<file path="src/hw/rtl/cwd_pkg.sv">
// Shared types and constants for the CRC-8 word deframer.
// Used by cwd_crc8_step and crc8_word_deframer_top; depends on nothing else.
package cwd_pkg;

  // CRC-8: polynomial x^8 + x^5 + x^4 + 1, MSB first, no final XOR.
  localparam logic [7:0] CRC_POLY = 8'h31;
  localparam logic [7:0] CRC_INIT = 8'hFF;

  // Default clamp for the word count of one transfer.
  localparam int MAX_WORDS_DEF = 6;

  // Field widths of the stream items.
  localparam int BYTE_W  = 8;
  localparam int COUNT_W = 3;
  localparam int WORD_W  = 16;

  // Position of the next byte within a three-byte group.
  typedef enum logic [1:0] {
    PH_HIGH = 2'd0,
    PH_LOW  = 2'd1,
    PH_CRC  = 2'd2
  } phase_t;

endpackage

</file>
<file path="src/hw/rtl/cwd_crc8_step.sv">
// One byte-wide step of the CRC-8 (polynomial 0x31, MSB first).
// Depends on cwd_pkg for the polynomial constant.
module cwd_crc8_step
  import cwd_pkg::*;
(
  input  logic [7:0] crc_in,
  input  logic [7:0] data_in,
  output logic [7:0] crc_out
);

  // Eight shift steps over the byte, unrolled into one XOR network.
  always_comb begin
    logic [7:0] c;
    c = crc_in ^ data_in;
    for (int i = 0; i < 8; i++) begin
      if (c[7]) begin
        c = {c[6:0], 1'b0} ^ CRC_POLY;
      end else begin
        c = {c[6:0], 1'b0};
      end
    end
    crc_out = c;
  end

endmodule

</file>
<file path="src/hw/rtl/crc8_word_deframer_top.sv">
// Top level of the CRC-8 word deframer: byte stream in, checked words out.
// Depends on cwd_pkg and cwd_crc8_step.
//
// The block takes one received byte per item and groups every three bytes
// into a big-endian 16-bit word and its CRC-8 (polynomial 0x31, init 0xFF).
// The third byte of a group produces one result item with the word, a CRC
// pass flag, the word index, a sticky transfer error flag and tlast on the
// final expected word; the first two bytes produce nothing. A byte with the
// start flag opens a new transfer and loads its word count (0 is taken as
// 1, counts above MAX_WORDS are clamped); bytes after the final word are
// dropped until the next start. Each item passes through a single
// byte-wide CRC step of logic between the input and the output register,
// so the block accepts one byte every clock cycle as long as the output
// side keeps taking results.
module crc8_word_deframer_top
  import cwd_pkg::*;
#(
  parameter int MAX_WORDS = MAX_WORDS_DEF
) (
  input  logic        clk,
  input  logic        rst_n,

  input  logic        in_tvalid,
  output logic        in_tready,
  input  logic [15:0] in_tdata,   // [7:0] rx_byte, [10:8] words_expected, rest zero
  input  logic        in_tuser,   // [0] start_req

  output logic        out_tvalid,
  input  logic        out_tready,
  output logic [23:0] out_tdata,  // [15:0] data_word, [18:16] word_index, rest zero
  output logic [1:0]  out_tuser,  // [0] crc_ok, [1] transfer_error
  output logic        out_tlast   // last word of the transfer
);

  // Deframing state.
  phase_t               phase_r, phase_nxt;
  logic [BYTE_W-1:0]    high_r, high_nxt;
  logic [BYTE_W-1:0]    low_r, low_nxt;
  logic [7:0]           crc_r, crc_nxt;
  logic [COUNT_W-1:0]   count_r, count_nxt;
  logic [COUNT_W-1:0]   expect_r, expect_nxt;
  logic                 err_r, err_nxt;

  // Output register.
  logic                 ovalid_r, ovalid_nxt;
  logic [WORD_W-1:0]    oword_r, oword_nxt;
  logic [COUNT_W-1:0]   oindex_r, oindex_nxt;
  logic                 ook_r, ook_nxt;
  logic                 oerr_r, oerr_nxt;
  logic                 olast_r, olast_nxt;

  // Input fields and working values.
  logic                 accept;
  logic [BYTE_W-1:0]    rx_byte;
  logic                 start_req;
  logic [COUNT_W-1:0]   want;
  logic [COUNT_W-1:0]   want_clamped;
  phase_t               phase_eff;
  logic [COUNT_W-1:0]   count_eff;
  logic [COUNT_W-1:0]   expect_eff;
  logic                 err_eff;
  logic                 drop;
  logic                 emit;
  logic [7:0]           crc_seed;
  logic [7:0]           crc_step;
  logic                 crc_match;

  assign rx_byte   = in_tdata[7:0];
  assign want      = in_tdata[10:8];
  assign start_req = in_tuser;

  // A new byte enters whenever the output register is empty or being drained.
  assign in_tready = !ovalid_r || out_tready;
  assign accept    = in_tvalid && in_tready;

  // Clamp the requested word count to the supported range.
  always_comb begin
    want_clamped = want;
    if (want == '0) begin
      want_clamped = COUNT_W'(1);
    end else if (int'(want) > MAX_WORDS) begin
      want_clamped = COUNT_W'(MAX_WORDS);
    end
  end

  // State as seen by this byte, after a start flag has taken effect.
  always_comb begin
    if (start_req) begin
      phase_eff  = PH_HIGH;
      count_eff  = '0;
      expect_eff = want_clamped;
      err_eff    = 1'b0;
    end else begin
      phase_eff  = phase_r;
      count_eff  = count_r;
      expect_eff = expect_r;
      err_eff    = err_r;
    end
  end

  // Bytes past the final word of a transfer are dropped.
  assign drop = !start_req && (count_r >= expect_r);

  // The first byte of a group restarts the CRC, the second continues it.
  assign crc_seed  = (phase_eff == PH_LOW) ? crc_r : CRC_INIT;
  assign crc_match = (crc_r == rx_byte);

  cwd_crc8_step u_crc (
    .crc_in  (crc_seed),
    .data_in (rx_byte),
    .crc_out (crc_step)
  );

  // Next state of the deframer.
  always_comb begin
    phase_nxt  = phase_r;
    high_nxt   = high_r;
    low_nxt    = low_r;
    crc_nxt    = crc_r;
    count_nxt  = count_r;
    expect_nxt = expect_r;
    err_nxt    = err_r;
    emit       = 1'b0;
    if (accept && !drop) begin
      count_nxt  = count_eff;
      expect_nxt = expect_eff;
      err_nxt    = err_eff;
      case (phase_eff)
        PH_LOW: begin
          low_nxt   = rx_byte;
          crc_nxt   = crc_step;
          phase_nxt = PH_CRC;
        end
        PH_CRC: begin
          emit      = 1'b1;
          err_nxt   = err_eff | ~crc_match;
          count_nxt = count_eff + COUNT_W'(1);
          crc_nxt   = CRC_INIT;
          phase_nxt = PH_HIGH;
        end
        default: begin
          high_nxt  = rx_byte;
          crc_nxt   = crc_step;
          phase_nxt = PH_LOW;
        end
      endcase
    end
  end

  // Result item for the third byte of a group.
  always_comb begin
    ovalid_nxt = ovalid_r && !out_tready;
    oword_nxt  = oword_r;
    oindex_nxt = oindex_r;
    ook_nxt    = ook_r;
    oerr_nxt   = oerr_r;
    olast_nxt  = olast_r;
    if (emit) begin
      ovalid_nxt = 1'b1;
      oword_nxt  = {high_r, low_r};
      oindex_nxt = count_eff;
      ook_nxt    = crc_match;
      oerr_nxt   = err_eff | ~crc_match;
      olast_nxt  = ({1'b0, count_eff} + {1'b0, COUNT_W'(1)}) == {1'b0, expect_eff};
    end
  end

  // Control registers.
  always_ff @(posedge clk) begin
    if (!rst_n) begin
      phase_r  <= PH_HIGH;
      crc_r    <= CRC_INIT;
      count_r  <= '0;
      expect_r <= COUNT_W'(1);
      err_r    <= 1'b0;
      ovalid_r <= 1'b0;
    end else begin
      phase_r  <= phase_nxt;
      crc_r    <= crc_nxt;
      count_r  <= count_nxt;
      expect_r <= expect_nxt;
      err_r    <= err_nxt;
      ovalid_r <= ovalid_nxt;
    end
  end

  // Payload registers.
  always_ff @(posedge clk) begin
    high_r   <= high_nxt;
    low_r    <= low_nxt;
    oword_r  <= oword_nxt;
    oindex_r <= oindex_nxt;
    ook_r    <= ook_nxt;
    oerr_r   <= oerr_nxt;
    olast_r  <= olast_nxt;
  end

  assign out_tvalid = ovalid_r;
  assign out_tdata  = {5'd0, oindex_r, oword_r};
  assign out_tuser  = {oerr_r, ook_r};
  assign out_tlast  = olast_r;

endmodule
</file>
<file path="config.mk">
export PLATFORM = sky130hd
export DESIGN_NAME = crc8_word_deframer_top
export DESIGN_NICKNAME = d
export VERILOG_FILES = /design/src/hw/rtl/cwd_pkg.sv /design/src/hw/rtl/cwd_crc8_step.sv /design/src/hw/rtl/crc8_word_deframer_top.sv
export SDC_FILE = /design/constraint.sdc
export NUM_CORES = 1
export LEC_CHECK = 0
export BUFFER_PORTS_ARGS = -buffer_cell sky130_fd_sc_hd__buf_2
export CAP_MARGIN = 25
export CORE_ASPECT_RATIO = 0.9
export CORE_MARGIN = 2
export CORE_UTILIZATION = 53
export CTS_BUF_LIST = sky130_fd_sc_hd__clkbuf_16
export CTS_CLUSTER_DIAMETER = 40
export DETAILED_ROUTE_END_ITERATION = 10
export PLACE_DENSITY_LB_ADDON = 0.1
export SLEW_MARGIN = 10
export SYNTH_ARGS = -nofsm -noshare
export SYNTH_HDL_FRONTEND = slang
export SYNTH_SLANG_ARGS = --single-unit
</file>
<file path="constraint.sdc">
create_clock -name clk -period 2.7 [get_ports clk]
set_input_delay 0 -clock clk [delete_from_list [all_inputs] [get_ports clk]]
set_output_delay 0 -clock clk [all_outputs]
set_load 0.05 [all_outputs]
</file>
# Word-level counts from Yosys, hierarchy flattened
# Index checks and enable logic that the tools add are counted.
# W data, S select, Z words.
# word_totals
ff_bits,56
wordCells,68
# classes
n_addsub,2
n_lt_le_gt_ge,2
n_eq_ne,4
mux,22
bitwise_logic,12
reduce_logical,13
# op_table
cell,count
$mux W6,8
$not A3 Y3,8
$mux W8,2
$mux W3,5
$eq A8 B8 Y1,1
$xor A8 B8 Y8,1
$mux W1,5
$add A3 B1 Y4 const B,1
$eq A4 B3 Y1,1
$logic_and A1 B1 Y1,4
$logic_not A1 Y1,4
$pmux W2 S2,1
$reduce_and A2 Y1,2
$add A3 B1 Y3 const B,1
$ge A3 B3 Y1,1
$gt A3 B3 Y1 const B,1
$logic_not A3 Y1,1
$eq A2 B1 Y1 const B,1
$eq A2 B2 Y1 const B,1
$mux W2,1
$not A1 Y1,2
$reduce_or A2 Y1,1
$logic_or A1 B1 Y1,1
$or A1 B1 Y1,1

# Depth between registers and ports, before layout
# logic_depth
ltp_word,21
ltp_mapped,8
mapped_depth_nobuf,7

# Hierarchy
# A second synthesis with hierarchy kept.
# unflattened
hier_cells,210
hier_area_um2,2631.3
# modules_own_cells
mod,instances,cells_per_inst,area_each_um2
crc8_word_deframer_top,1,191,2416.1
cwd_crc8_step,1,19,215.2

# Least setup slack after synthesis
# Ideal clock, no wire load.
# synth_timing
path_type,register to register
from,"reg ovalid_r, in the netlist out_tvalid"
to,"reg low_r[0], enable pin"
setup_ps,332
arrival_time_ps,1995
t_required_ps,2368
slack_ps,374
path_stages_with_launch,6
n_path_buf,1
cell_sequence,dfxtp_1 nand2b_1 and2_1 o21a_1 clkbuf_1 and2_1
# synth_via
elab_chain_cells,5
# synth_rtl
item,line_no,text
"start, declared",crc8_word_deframer_top.sv:45,"logic ovalid_r, ovalid_nxt;"
"start signal, assigned",crc8_word_deframer_top.sv:183,ovalid_r <= ovalid_nxt;
$logic_not A1 Y1,crc8_word_deframer_top.sv:73,assign in_tready = !ovalid_r || out_tready;
$logic_or A1 B1 Y1,crc8_word_deframer_top.sv:73,
net in_tready,crc8_word_deframer_top.sv:24,"output logic in_tready,"
$logic_and A1 B1 Y1,crc8_word_deframer_top.sv:74,assign accept = in_tvalid && in_tready;
$logic_and A1 B1 Y1,crc8_word_deframer_top.sv:124,if (accept && !drop) begin
$reduce_and A2 Y1 (no source line),n/a,
"end signal, assigned",crc8_word_deframer_top.sv:190,low_r <= low_nxt;
"end, declared",crc8_word_deframer_top.sv:38,"logic [BYTE_W-1:0] low_r, low_nxt;"
# The timed path passes the listed nets, and every way through them passes these cells.
# A chain may end at the register's enable or synchronous reset.

# Worst setup path after layout
# layout_timing
from,reg count_r[0]
to,"reg high_r[3], enable pin"
# layout_via
elab_chain_cells,5
# layout_rtl
item,line_no,text
"start, declared",crc8_word_deframer_top.sv:40,"logic [COUNT_W-1:0] count_r, count_nxt;"
"start signal, assigned",crc8_word_deframer_top.sv:180,count_r <= count_nxt;
$ge A3 B3 Y1,crc8_word_deframer_top.sv:102,assign drop = !start_req && (count_r >= expect_r);
$logic_and A1 B1 Y1,crc8_word_deframer_top.sv:102,
$logic_not A1 Y1,crc8_word_deframer_top.sv:124,
$logic_and A1 B1 Y1,crc8_word_deframer_top.sv:124,
$reduce_and A2 Y1 (no source line),n/a,
"end signal, assigned",crc8_word_deframer_top.sv:189,high_r <= high_nxt;
"end, declared",crc8_word_deframer_top.sv:37,"logic [BYTE_W-1:0] high_r, high_nxt;"
# Every way passes these cells.

==> impl_metrics.yaml <==
run_status:
  status: "complete, no violations"
critical_path:
  slowest_stage: "and2_1"
  max_stage_delay_ns: 0.50
  worstSetupPathType: "flop to flop"
  crit_path_start_kind: "flop"
  required_ns: 2.63
  crit_fanout: 9
  end_kind: "flop"
  critPathBufInv: 1
  path_cells: "inv_1 > ha_1 > nand2b_1 > a211oi_1 > o21a_1 > and2_1"
  crit_arrival_ns: 2.20
  cp_top_family: "simple AND/OR/NAND/NOR gates"
die:
  die_h_um: 70.9
  pin_count: 50
  die_w_um: 78.3
  row_count: 24
  die_area_um2: 5550
  initial_core_util_pct: 54.8
  core_area_um2: 4800
clock_network:
  cts_buffers: 5
  cts_sinks: 56
  clk_latency_ns: 0.29
  clk_pin_slew_ns: 0.07
  cts_buffer_depth: 2
  root_buffer: "clkbuf_16"
  cts_tree: "yes"
  htreeDepth: 2
  cts_resized: 0
  cts_setup_buffers: 0
  ctsHoldBuffers: 7
timing:
  skew_ns: 0.00482
  hold_viol: 0
  drv_slew: 0
  slew_headroom_pct: 61.8
  setup_viol: 0
  fin_setup_tns_ns: 0
  finalCriticalPeriod_ns: 2.27
  fmax_mhz: 440
  rsz0062_at_grt: "no"
  tightest_slew_ns: 0.573
  fin_crit_sh_pct: 84.2
cells_and_area:
  multi_input_area_um2: 1040
  layout_commonest_cell: "buf_2"
  layout.nets: 291
  area_delta_synth_final_pct: 19.2
  drive_gt1_share_pct: 21.6
  num_antenna_cells: 0
  seq_area_um2: 1500
  mostFrequentLayoutCells: "buf_2 (39), edfxtp_1 (38), dfxtp_1 (18)"
  fillers: 384
routing:
  wl_per_cell_um: 14.1
  antenna_left: 0
  drc: 0
  wirelength_mm: 4.64
  vias_per_cell: 5.12
  drtPass1Iterations: 4
  vias: 1685
  first_iter_violations: 89
grt:
  grt_pass1_wl_mm: 7.53
  grt_antenna_before_repair: 0
  globalRouteOverflowTotal: 0
  grt_pass1_vias: 1528
  grt_max_degree: 23
  grt_use_total_pct: 17.8
placement:
  port_buffers: 39
  dp_hpwl_mm: 3.19
  place.gp.congestion: 0.767
pwr:
  power.density_nw_per_um2: 678
  p_leak_nw: 1.24
  p_total_w: 0.00213
  ir_drop_mv: 0.364
synthesis:
  synth_top_area_cell: "edfxtp_1"
  ys.flop_type: "edfxtp_1"
  synth_top_cell_area_share_pct: 43.3
  synth_area_um2: 2630
  yosysWarnings: 0
  synth.area.top_cells: "edfxtp_1 (43%), dfxtp_1 (14%), xnor2_1 (5.0%)"
  synth_edf_count: 38
  async_reset_ff_share_pct: 0
  synth_cells: 216
  ys_ff_latch: 56
  syn_avg_cell_area_um2: 12.2
  yosysSeqAreaShare_pct: 57.0
  ys_types: 47
job:
  drv_cap: 0
hold_path:
  hold_class: "primary input to flop"
[path summary, 6_finish.rpt]
check	cells past startpoint	start	slack (ns)	end
worst max-delay path	6	count_r[0]	0.43	high_r[3]
worst min register to register	0	high_r[2]	0.42	oword_r[10]
worst max register to register	6	count_r[0]	0.43	high_r[3]
worst min-delay path	3	out_tready	0.02	out_tvalid
[cell usage after synthesis (2+ instances only)]
master	number
a2111oi_1	2
a211oi_1	3
a21boi_1	4
a21oi_1	2
a311oi_1	2
a31oi_1	2
and2_1	4
and3_1	6
buf_4	7
clkbuf_1	6
dfxtp_1	18
edfxtp_1	38
ha_1	7
inv_1	7
mux2i_1	4
nand2_1	14
nand2b_1	5
nand3_1	2
nand3b_1	2
nand4_1	2
nor2_1	9
nor2b_1	8
nor3b_1	5
nor4_1	3
o211a_1	2
o21a_1	2
o21ai_0	3
o21ai_1	5
o21bai_1	2
o311ai_1	2
xnor2_1	15
xnor2_2	2
xor2_1	7
[state kept, by name, indices dropped and copies added, names as in the netlist]
register and count:
out_tlast 1, oword_r 16, oindex_r 3, high_r 8, ook_r 1, oerr_r 1
low_r 8, count_r 3, phase_r 2, out_tvalid 1, err_r 1, expect_r 3
crc_r 8
[power breakdown]
group,switching (W),internal [W],total [W]
Clock,0.000288,0.000534,0.000823
Combinational,0.000170,0.000139,0.000309
Sequential,0.0000343,0.000962,0.000996
[worst reg2reg max path, cell delays in order, from the launching register on]
cell,delay (ns)
dfxtp_1,0.33
inv_1,0.07
ha_1,0.28
nand2b_1,0.13
a211oi_1,0.30
o21a_1,0.30
and2_1,0.50
[cell type report]
cell class / count / share of cell area, %
sequential: 56 / 47.8
clock buffer: 5 / 3.99
inverter: 7 / 0.837
timing repair buffer: 50 / 9.41
tap: 65 / 2.59
clock inverter: 3 / 2.19
multi-input combinational: 143 / 33.2
[cell families after synthesis]
group / Yosys count / synth area share (%)
simple gates: 65 / 13.7
flops: 56 / 57.0
fa+ha+maj: 7 / 3.33
mux: 4 / 1.52
buf+inv: 21 / 4.04
other cells: 1 / 0.142
compound gates: 36 / 9.98
xor+xnor: 26 / 10.3
[layer usage]
metal / vias to the layer above / global-route usage [%] / part of all wire [%]
met1: 782 / 25.6 / 49
met3: 4 / 3.83 / 3.9
met2: 38 / 27.2 / 46
met5: - / 0 / 0
li1: 861 / - / -
met4: 0 / 5.85 / 1.1
[metrics by stage]
step           std cells  hold slack, ns  utilization, %  area (µm²)  setup slack [ns]
6_report             329          0.0159            65.3        3140             0.426
5_1_grt              329          0.0134            65.3        3140             0.298
3_3_place_gp         314           0.248            59.8        2880             0.440
3_5_place_dp         314           0.258            59.8        2880             0.406
2_1_floorplan        220          0.0989               -        2650             0.374
4_1_cts              329         0.00667            65.3        3140             0.395
Note: power is estimated with default switching activity, not from simulation.
